## src/hw/rtl/assert_macros.svh

```systemverilog
// ----------------------------------------------------------------------------
// Assertion macros
// Shared concurrent assertion forms for the RTL folder.
// ----------------------------------------------------------------------------
`ifndef ASSERT_MACROS_SVH
`define ASSERT_MACROS_SVH

// Same-cycle implication, reset masked
`define LSC_ASSERT_IMP(label, clk, rst_n, ante, cons, msg) \
    label: assert property (@(posedge clk) disable iff (!rst_n) (ante) |-> (cons)) \
        else $error(msg);

// Next-cycle implication, reset masked
`define LSC_ASSERT_NEXT(label, clk, rst_n, ante, cons, msg) \
    label: assert property (@(posedge clk) disable iff (!rst_n) (ante) |=> (cons)) \
        else $error(msg);

`endif

```

## src/hw/rtl/lsc_divider.sv

```systemverilog
// ----------------------------------------------------------------------------
// lsc_divider
// Pipelined restoring divider, one quotient bit per stage, with sideband.
// Requires num < den * 2^Q_W.
// ----------------------------------------------------------------------------
module lsc_divider #(
    parameter int unsigned DEN_W  = 16,
    parameter int unsigned Q_W    = 15,
    parameter int unsigned SIDE_W = 3
) (
    input  logic                   clk,
    input  logic                   rst_n,
    input  logic                   en,
    input  logic                   in_vld,
    input  logic [DEN_W+Q_W-1:0]   num,
    input  logic [DEN_W-1:0]       den,
    input  logic [SIDE_W-1:0]      side_in,
    output logic                   out_vld,
    output logic [Q_W-1:0]         quo,
    output logic [SIDE_W-1:0]      side_out
);

    // entry 0 is the stage input, entry k+1 the register after step k
    logic              vld_reg  [Q_W+1];
    logic [DEN_W-1:0]  rem_reg  [Q_W+1];
    logic [Q_W-1:0]    low_reg  [Q_W+1];
    logic [Q_W-1:0]    quo_reg  [Q_W+1];
    logic [DEN_W-1:0]  den_reg  [Q_W+1];
    logic [SIDE_W-1:0] side_reg [Q_W+1];

    assign vld_reg[0]  = in_vld;
    assign rem_reg[0]  = num[DEN_W+Q_W-1:Q_W];
    assign low_reg[0]  = num[Q_W-1:0];
    assign quo_reg[0]  = '0;
    assign den_reg[0]  = den;
    assign side_reg[0] = side_in;

    for (genvar k = 0; k < Q_W; k++) begin : g_step
        logic [DEN_W:0]   trial;
        logic             ge;
        logic [DEN_W-1:0] rem_next;

        // trial subtract of the divisor
        always_comb
        begin
            trial    = {rem_reg[k], low_reg[k][Q_W-1]};
            ge       = (trial >= {1'b0, den_reg[k]});
            rem_next = ge ? DEN_W'(trial - {1'b0, den_reg[k]}) : trial[DEN_W-1:0];
        end

        always_ff @(posedge clk or negedge rst_n)
        begin
            if (!rst_n)
            begin
                vld_reg[k+1] <= 1'b0;
            end
            else if (en)
            begin
                vld_reg[k+1] <= vld_reg[k];
            end
        end

        always_ff @(posedge clk)
        begin
            if (en)
            begin
                rem_reg[k+1]  <= rem_next;
                low_reg[k+1]  <= {low_reg[k][Q_W-2:0], 1'b0};
                quo_reg[k+1]  <= {quo_reg[k][Q_W-2:0], ge};
                den_reg[k+1]  <= den_reg[k];
                side_reg[k+1] <= side_reg[k];
            end
        end
    end

    assign out_vld  = vld_reg[Q_W];
    assign quo      = quo_reg[Q_W];
    assign side_out = side_reg[Q_W];

endmodule

```

## config.mk

```make
export PLATFORM = sky130hd
export DESIGN_NAME = lsc_divider
export DESIGN_NICKNAME = d
export VERILOG_FILES = /design/src/hw/rtl/assert_macros.svh /design/src/hw/rtl/lsc_divider.sv
export SDC_FILE = /design/constraint.sdc
export NUM_CORES = 1
export LEC_CHECK = 0
export BUFFER_PORTS_ARGS = -buffer_cell sky130_fd_sc_hd__buf_2
export CORE_UTILIZATION = 55
export DETAILED_ROUTE_END_ITERATION = 6
export PLACE_DENSITY = 0.71
export RECOVER_POWER = 100
export SLEW_MARGIN = 10
export SYNTH_ARGS = -nofsm -noshare
export SYNTH_HDL_FRONTEND = slang
export SYNTH_SLANG_ARGS = --single-unit
```

## constraint.sdc

```tcl
create_clock -name clk -period 3.3 [get_ports clk]
set_input_delay 0 -clock clk [delete_from_list [all_inputs] [get_ports clk]]
set_output_delay 0 -clock clk [all_outputs]
set_load 0.02 [all_outputs]
```

==> impl_metrics.toml, run 1 <==
[floorplan]
die_x_um = 261
initial_utilization = 0.559
num_io_pins = 73
rows = 94
dieHeight_um = 261
core_area_mm2 = 0.0661
die_area_mm2 = 0.0682

[logic_synthesis]
synth_top_area_share = 0.583
synth_cells = 2950
synth_compound_area_frac = 0.114
synth_area_per_cell_um2 = 12.5
synth.area.top_cells = "edfxtp_1 (58%), ha_1 (8.1%), inv_1 (3.1%), mux2_2 (2.5%), o21ai_0 (2.3%)"
syn-cell-area_mm2 = 0.0370
synth_top_family_by_area = "compound AO/OA/AOI/OAI gates"
synth_mux_area_frac = 0.0396
synthArstFlopShare = 0.0205
synth_largest_area_cell = "edfxtp_1"
yosysUniqueCellTypes = 91
synth_xor_area_frac = 0.0334
synth_fa_ha_area_frac = 0.0888
synthFlopType = "edfxtp_1"
ys_seq_area_frac = 0.594
synth_edf_count = 718
synth-simple-area-share = 0.0880
yosysWarnings = 0
yosys_register_bits = 733
syn_nets = 3258

[layout]
drive_gt1_frac = 0.101
largest_reg_flops = 238
layout_common_cells = "edfxtp_1 (718), inv_1 (303), ha_1 (240)"
final_common_cell = "edfxtp_1"
area_growth_pct = 12.1
fin_cells = 4076
fillerInstances = 5042
n_antenna_cell = 0
final_nets = 3459
multi_input_area_mm2 = 0.0134
seq_area_mm2 = 0.0219

[cts]
cts_max_level = 3
path_clk_slew_ps = 60
clock_path_buffers = 3
cts.sinks = 733
cts_buffers = 79
cts_tree = "yes"
clk_latency_ps = 620
cts-root-buf = "clkbuf_16"

[critical_path]
arrival_ps = 3550
cp_max_fo = 27
cp-start-kind = "flop"
regToRegSetupSlack_ps = 110
cp_data_required_time_ps = 3660
critical_path_class = "flop to flop"
endpoint_kind = "flop"

[grt]
grt_max_degree = 129
grt_usage = 0.223
antenna_found_initial = 0
grt_pass1_wl_mm = 119
grt_pass1_vias = 22800
grt.overflow.total = 0

[min_path]
hold_class = "primary input to flop"

[outcome]
status = "finished, violations left"
violations = "capacitance limit, slew limit"

[timing]
hold_viol_final = 0
fin_skew_ps = 16.0
setup_tns_ps = 0
worst_pin_slew_ps = 2380
slew_headroom = -0.589
slew_violations = 577
setup_viol_count_final = 0
final.period_utilization = 0.966
fmax_mhz = 314
grt_setup_unrepaired = "no"
layout_min_cycle_time_ps = 3190
setup_slack_ps = 113

[routing]
wirelength_mm = 75.6
first_iter_violations = 1678
avgViaCountPerCell = 5.65
wl_per_cell_um = 18.5
ant_nets = 0
num_vias = 23000
firstDrtPassIters = 6
drc = 0

[placed_design]
dp_hpwl_mm = 54.7
numPlacedInstances = 3867
port_buffers = 72
gp_congestion = 0.901
pre_cts_slack_ps = 94.3

[power]
max-vdd-ir-drop_mv = 0.589
powerDensity_mw_per_mm2 = 903
p_leak_nw = 16.5

[flow_run]
maxCapViolCount = 7
==> final timing paths <==
kind | startpoint | end | depth (start not counted)
worst max-delay path | den_reg[198] | g_step[4].trial[12] | 10
worst min-delay path | num[3] | low_reg[214] | 2
worst max register to register | den_reg[198] | g_step[4].trial[12] | 10
worst min register to register | low_reg[175] | low_reg[161] | 0
max in group asynchronous | rst_n | vld_reg[8] | 3
min in group asynchronous | rst_n | vld_reg[2] | 3
==> repair_timing <==
item / CTS / global route
hold endpoints to repair: 107 / 0
endpoints found under the setup margin: 0 / 36
hold buffers: 59 / 0
buffers inserted: 0 / 8
gates resized for setup: 0 / 1
==> metrics by stage <==
| stage | instance area (um^2) | power (W) | util | hold WS (ps) |
|---|---|---|---|---|
| finish | 41400 | 0.0374 | 0.627 | 91.9 |
| global route | 41400 | 0.0398 | 0.627 | 61.7 |
| CTS | 41600 | 0.0377 | 0.629 | 43.2 |
| detailed placement | 38500 | 0.0289 | 0.583 | -84.8 |
| global placement | 38500 | 0.0285 | 0.583 | -91.5 |
| floorplan | 37000 | 0.0250 | - | -296 |
==> synthesized netlist by cell type, drive strengths merged (6+ instances only) <==
cell	number
a2111oi	6
a211o	8
a211oi	28
a21boi	18
a21o	53
a21oi	159
a31oi	22
and3	21
and4	11
buf	44
clkbuf	31
dfrtp	15
edfxtp	718
fa	14
ha	240
inv	303
mux2	103
mux2i	26
nand2	190
nand2b	32
nand3	56
nand4	33
nor2	162
nor2b	49
nor3	50
nor3b	6
nor4	11
o2111ai	8
o211ai	14
o21a	42
o21ai	185
o21bai	10
o22ai	6
o311ai	7
o31a	14
o31ai	24
o41ai	9
or2	11
or3	23
xnor2	81
xor2	60
==> routing by layer <==
metal / GRT usage / routed length [um] / vias to the layer above
met5: 0 / 0 / -
met4: 0.0798 / 2500 / 0
met3: 0.0354 / 3610 / 151
met2: 0.377 / 35900 / 630
met1: 0.292 / 33500 / 11000
li1: - / - / 11300
==> logic make-up after synthesis <==
group	Yosys count
AOI/OAI and AO/OA	645
xor gates and xnor gates	141
adders and majority gates	254
muxes	129
buffers and inverters	378
and+or+nand+nor	670
DFF	733
==> report_power, final <==
| part | internal [W] | total, W | switching, W |
|---|---|---|---|
| combinational | 0.00649 | 0.0147 | 0.00820 |
| clock | 0.00488 | 0.00847 | 0.00359 |
| sequential | 0.0131 | 0.0143 | 0.00115 |
==> final cells by class <==
class,count,area share
tap,864,0.0261
sequential,733,0.529
timing repair buffer,195,0.0332
clock inverter,43,0.00939
inverter,303,0.0274
clock buffer,99,0.0508
multi-input combinational,1839,0.324
==> worst max-delay path, stage by stage, from the launching register on <==
cell and delay, ps:
edfxtp_1 360, inv_1 60, ha_1 370, a211o_1 350
and3_1 220, or3_1 340, o211ai_1 290, nand3_1 140
a41o_1 250, buf_4 220, mux2_1 340
Power figures use the tool's default switching activity.
==> run 2: changes to the inputs <==
--- a/config.mk
+++ b/config.mk
@@ -6,9 +6,11 @@
 export NUM_CORES = 1
 export LEC_CHECK = 0
 export BUFFER_PORTS_ARGS = -buffer_cell sky130_fd_sc_hd__buf_2
-export CORE_UTILIZATION = 55
+export CELL_PAD_IN_SITES_DETAIL_PLACEMENT = 0
+export CELL_PAD_IN_SITES_GLOBAL_PLACEMENT = 1
+export CORE_UTILIZATION = 53
 export DETAILED_ROUTE_END_ITERATION = 6
-export PLACE_DENSITY = 0.71
+export PLACE_DENSITY_LB_ADDON = 0.1
 export RECOVER_POWER = 100
 export SLEW_MARGIN = 10
 export SYNTH_ARGS = -nofsm -noshare
==> run 2 against run 1 <==
The flow still finishes with violations (capacitance limit, slew limit). Combinational power decreased by 3%. Setup slack better by 64 ps. Core utilization is 2.1 points lower. Wire length increased by 1.2%. Sequential share of layout area shrank 0.34 points. Highest routed layer unchanged.
==> impl_metrics.toml, run 2 (synthesis gave the netlist of run 1 again) <==
[outcome]
status = "finished, violations left"
violations = "capacitance limit, slew limit"

[power]
powerDensity_mw_per_mm2 = 910
p_leak_nw = 16.5
finalPower_w = 0.0379
max-vdd-ir-drop_mv = 0.412

[placed_design]
numPlacedInstances = 3925
gp_congestion = 0.880
dp_hpwl_mm = 56.1
port_buffers = 72

[layout]
layout_common_cells = "edfxtp_1 (718), inv_1 (303), ha_1 (240)"
n_antenna_cell = 0
final_nets = 3439
area_growth_pct = 12.8
final_common_cell = "edfxtp_1"
fin_cells = 4126
drive_gt1_frac = 0.107
largest_reg_flops = 238
fillerInstances = 5493

[critical_path]
timing.critical_path.mode_cell = "inv_1"
arrival_ps = 3490
slowest_stage = "edfxtp_1"
path_cells = "inv_1 -> ha_1 -> nor2b_1 -> o31a_1 -> o21a_1 -> o21ai_2 -> a31oi_1 -> a311oi_2 -> inv_1 -> mux2_2"
endpoint_kind = "flop"
critical_path_class = "flop to flop"
cp_data_required_time_ps = 3660
cp_max_fo = 4
slowest_delay_ps = 470
cp-start-kind = "flop"

[floorplan]
initial_utilization = 0.537
rows = 96
dieHeight_um = 266
die_area_mm2 = 0.0708
core_area_mm2 = 0.0688
die_x_um = 266
num_io_pins = 73

[routing]
first_iter_violations = 1478
drc = 0
avgViaCountPerCell = 5.50
wl_per_cell_um = 18.5
firstDrtPassIters = 7
num_vias = 22700
wl_met1_mm = 32.2
ant_nets = 0
top_layer_used = "met4"
wl_met2_mm = 39.8
wl_met3_mm = 2.18
wirelength_mm = 76.5

[timing]
worst_pin_slew_ps = 1780
hold_viol_final = 0
setup_viol_count_final = 0
setup_tns_ps = 0
layout_min_cycle_time_ps = 3120
slew_violations = 73
slew_headroom = -0.188
fmax_mhz = 320
final.period_utilization = 0.947
grt_setup_unrepaired = "no"
fin_skew_ps = 24.7
whs_ps = 83.2

[flow_run]
maxCapViolCount = 1

[cts]
cts-root-buf = "clkbuf_16"
path_clk_slew_ps = 60
clk_latency_ps = 630
cts_max_level = 3
cts.sinks = 733
cts_tree = "yes"
cts_buffers = 79
post_cts_buffers = 0
clock_path_buffers = 3

[grt]
grt_max_degree = 100
grt_usage = 0.217
grt_pass1_wl_mm = 120
grt.overflow.total = 0
antenna_found_initial = 0
grt_pass1_vias = 22700

[min_path]
hold_class = "primary input to flop"
-- run 2: area by class of cell --
type                    count  area, um^2  share of cell area
clock buffers              90        2070              0.0497
clock inverters            55         698              0.0167
inverters                 303        1140              0.0273
multi-input cells        1839       13500               0.323
flip-flops and latches    733       21900               0.526
well taps                 931        1160              0.0279
repair buffers            175        1230              0.0295
-- run 2: repair_timing --
action / CTS / global route
hold buffers: 56 / 0
endpoints found under the setup margin: 0 / 37
endpoints found under the hold margin: 122 / 0
resized for setup: 0 / 6
-- run 2: critical path, delay by kind of cell (launching register included) --
family                   cells  cell delay (ps)
AND/OR/NAND/NOR              1              140
adder cells (fa/ha/maj)      1              310
flip-flops                   1              470
AO/OA/AOI/OAI                5             1360
buffers and inverters        2              280
multiplexers                 1              310
-- run 2: path summary, 6_finish.rpt --
kind / from / to / slack [ps] / cells after the start
setup reg to reg: den_reg[65] / g_step[12].trial[14] / 180 / 10
setup / recovery: den_reg[65] / g_step[12].trial[14] / 180 / 10
hold / removal: num[13] / g_step[1].trial[0] / 80 / 2
min in group asynchronous: rst_n / vld_reg[1] / 490 / 3
hold reg to reg: low_reg[101] / low_reg[87] / 400 / 0
max in group asynchronous: rst_n / vld_reg[7] / 2390 / 3
-- run 2: per-stage QoR --
step | worst slack (ps) | util | instance area, um^2
2_1_floorplan | 459 | - | 37000
6_report | 176 | 0.606 | 41700
5_1_grt | 4.59 | 0.606 | 41700
4_1_cts | 95.7 | 0.609 | 41900
3_3_place_gp | 176 | 0.560 | 38600
3_5_place_dp | 118 | 0.560 | 38600
-- run 2: where the power goes --
part	internal [W]	total [W]	leakage, nW	switching [W]
Clock	0.00564	0.00933	1.33	0.00369
Sequential	0.0131	0.0143	7.20	0.00121
Combinational	0.00646	0.0143	8.01	0.00781
-- run 2: metal layers --
layer / track usage / vias to the layer above
li1: - / 11200
met2: 0.398 / 391
met5: 0 / -
met4: 0.0716 / 0
met3: 0.0287 / 134
met1: 0.262 / 10900
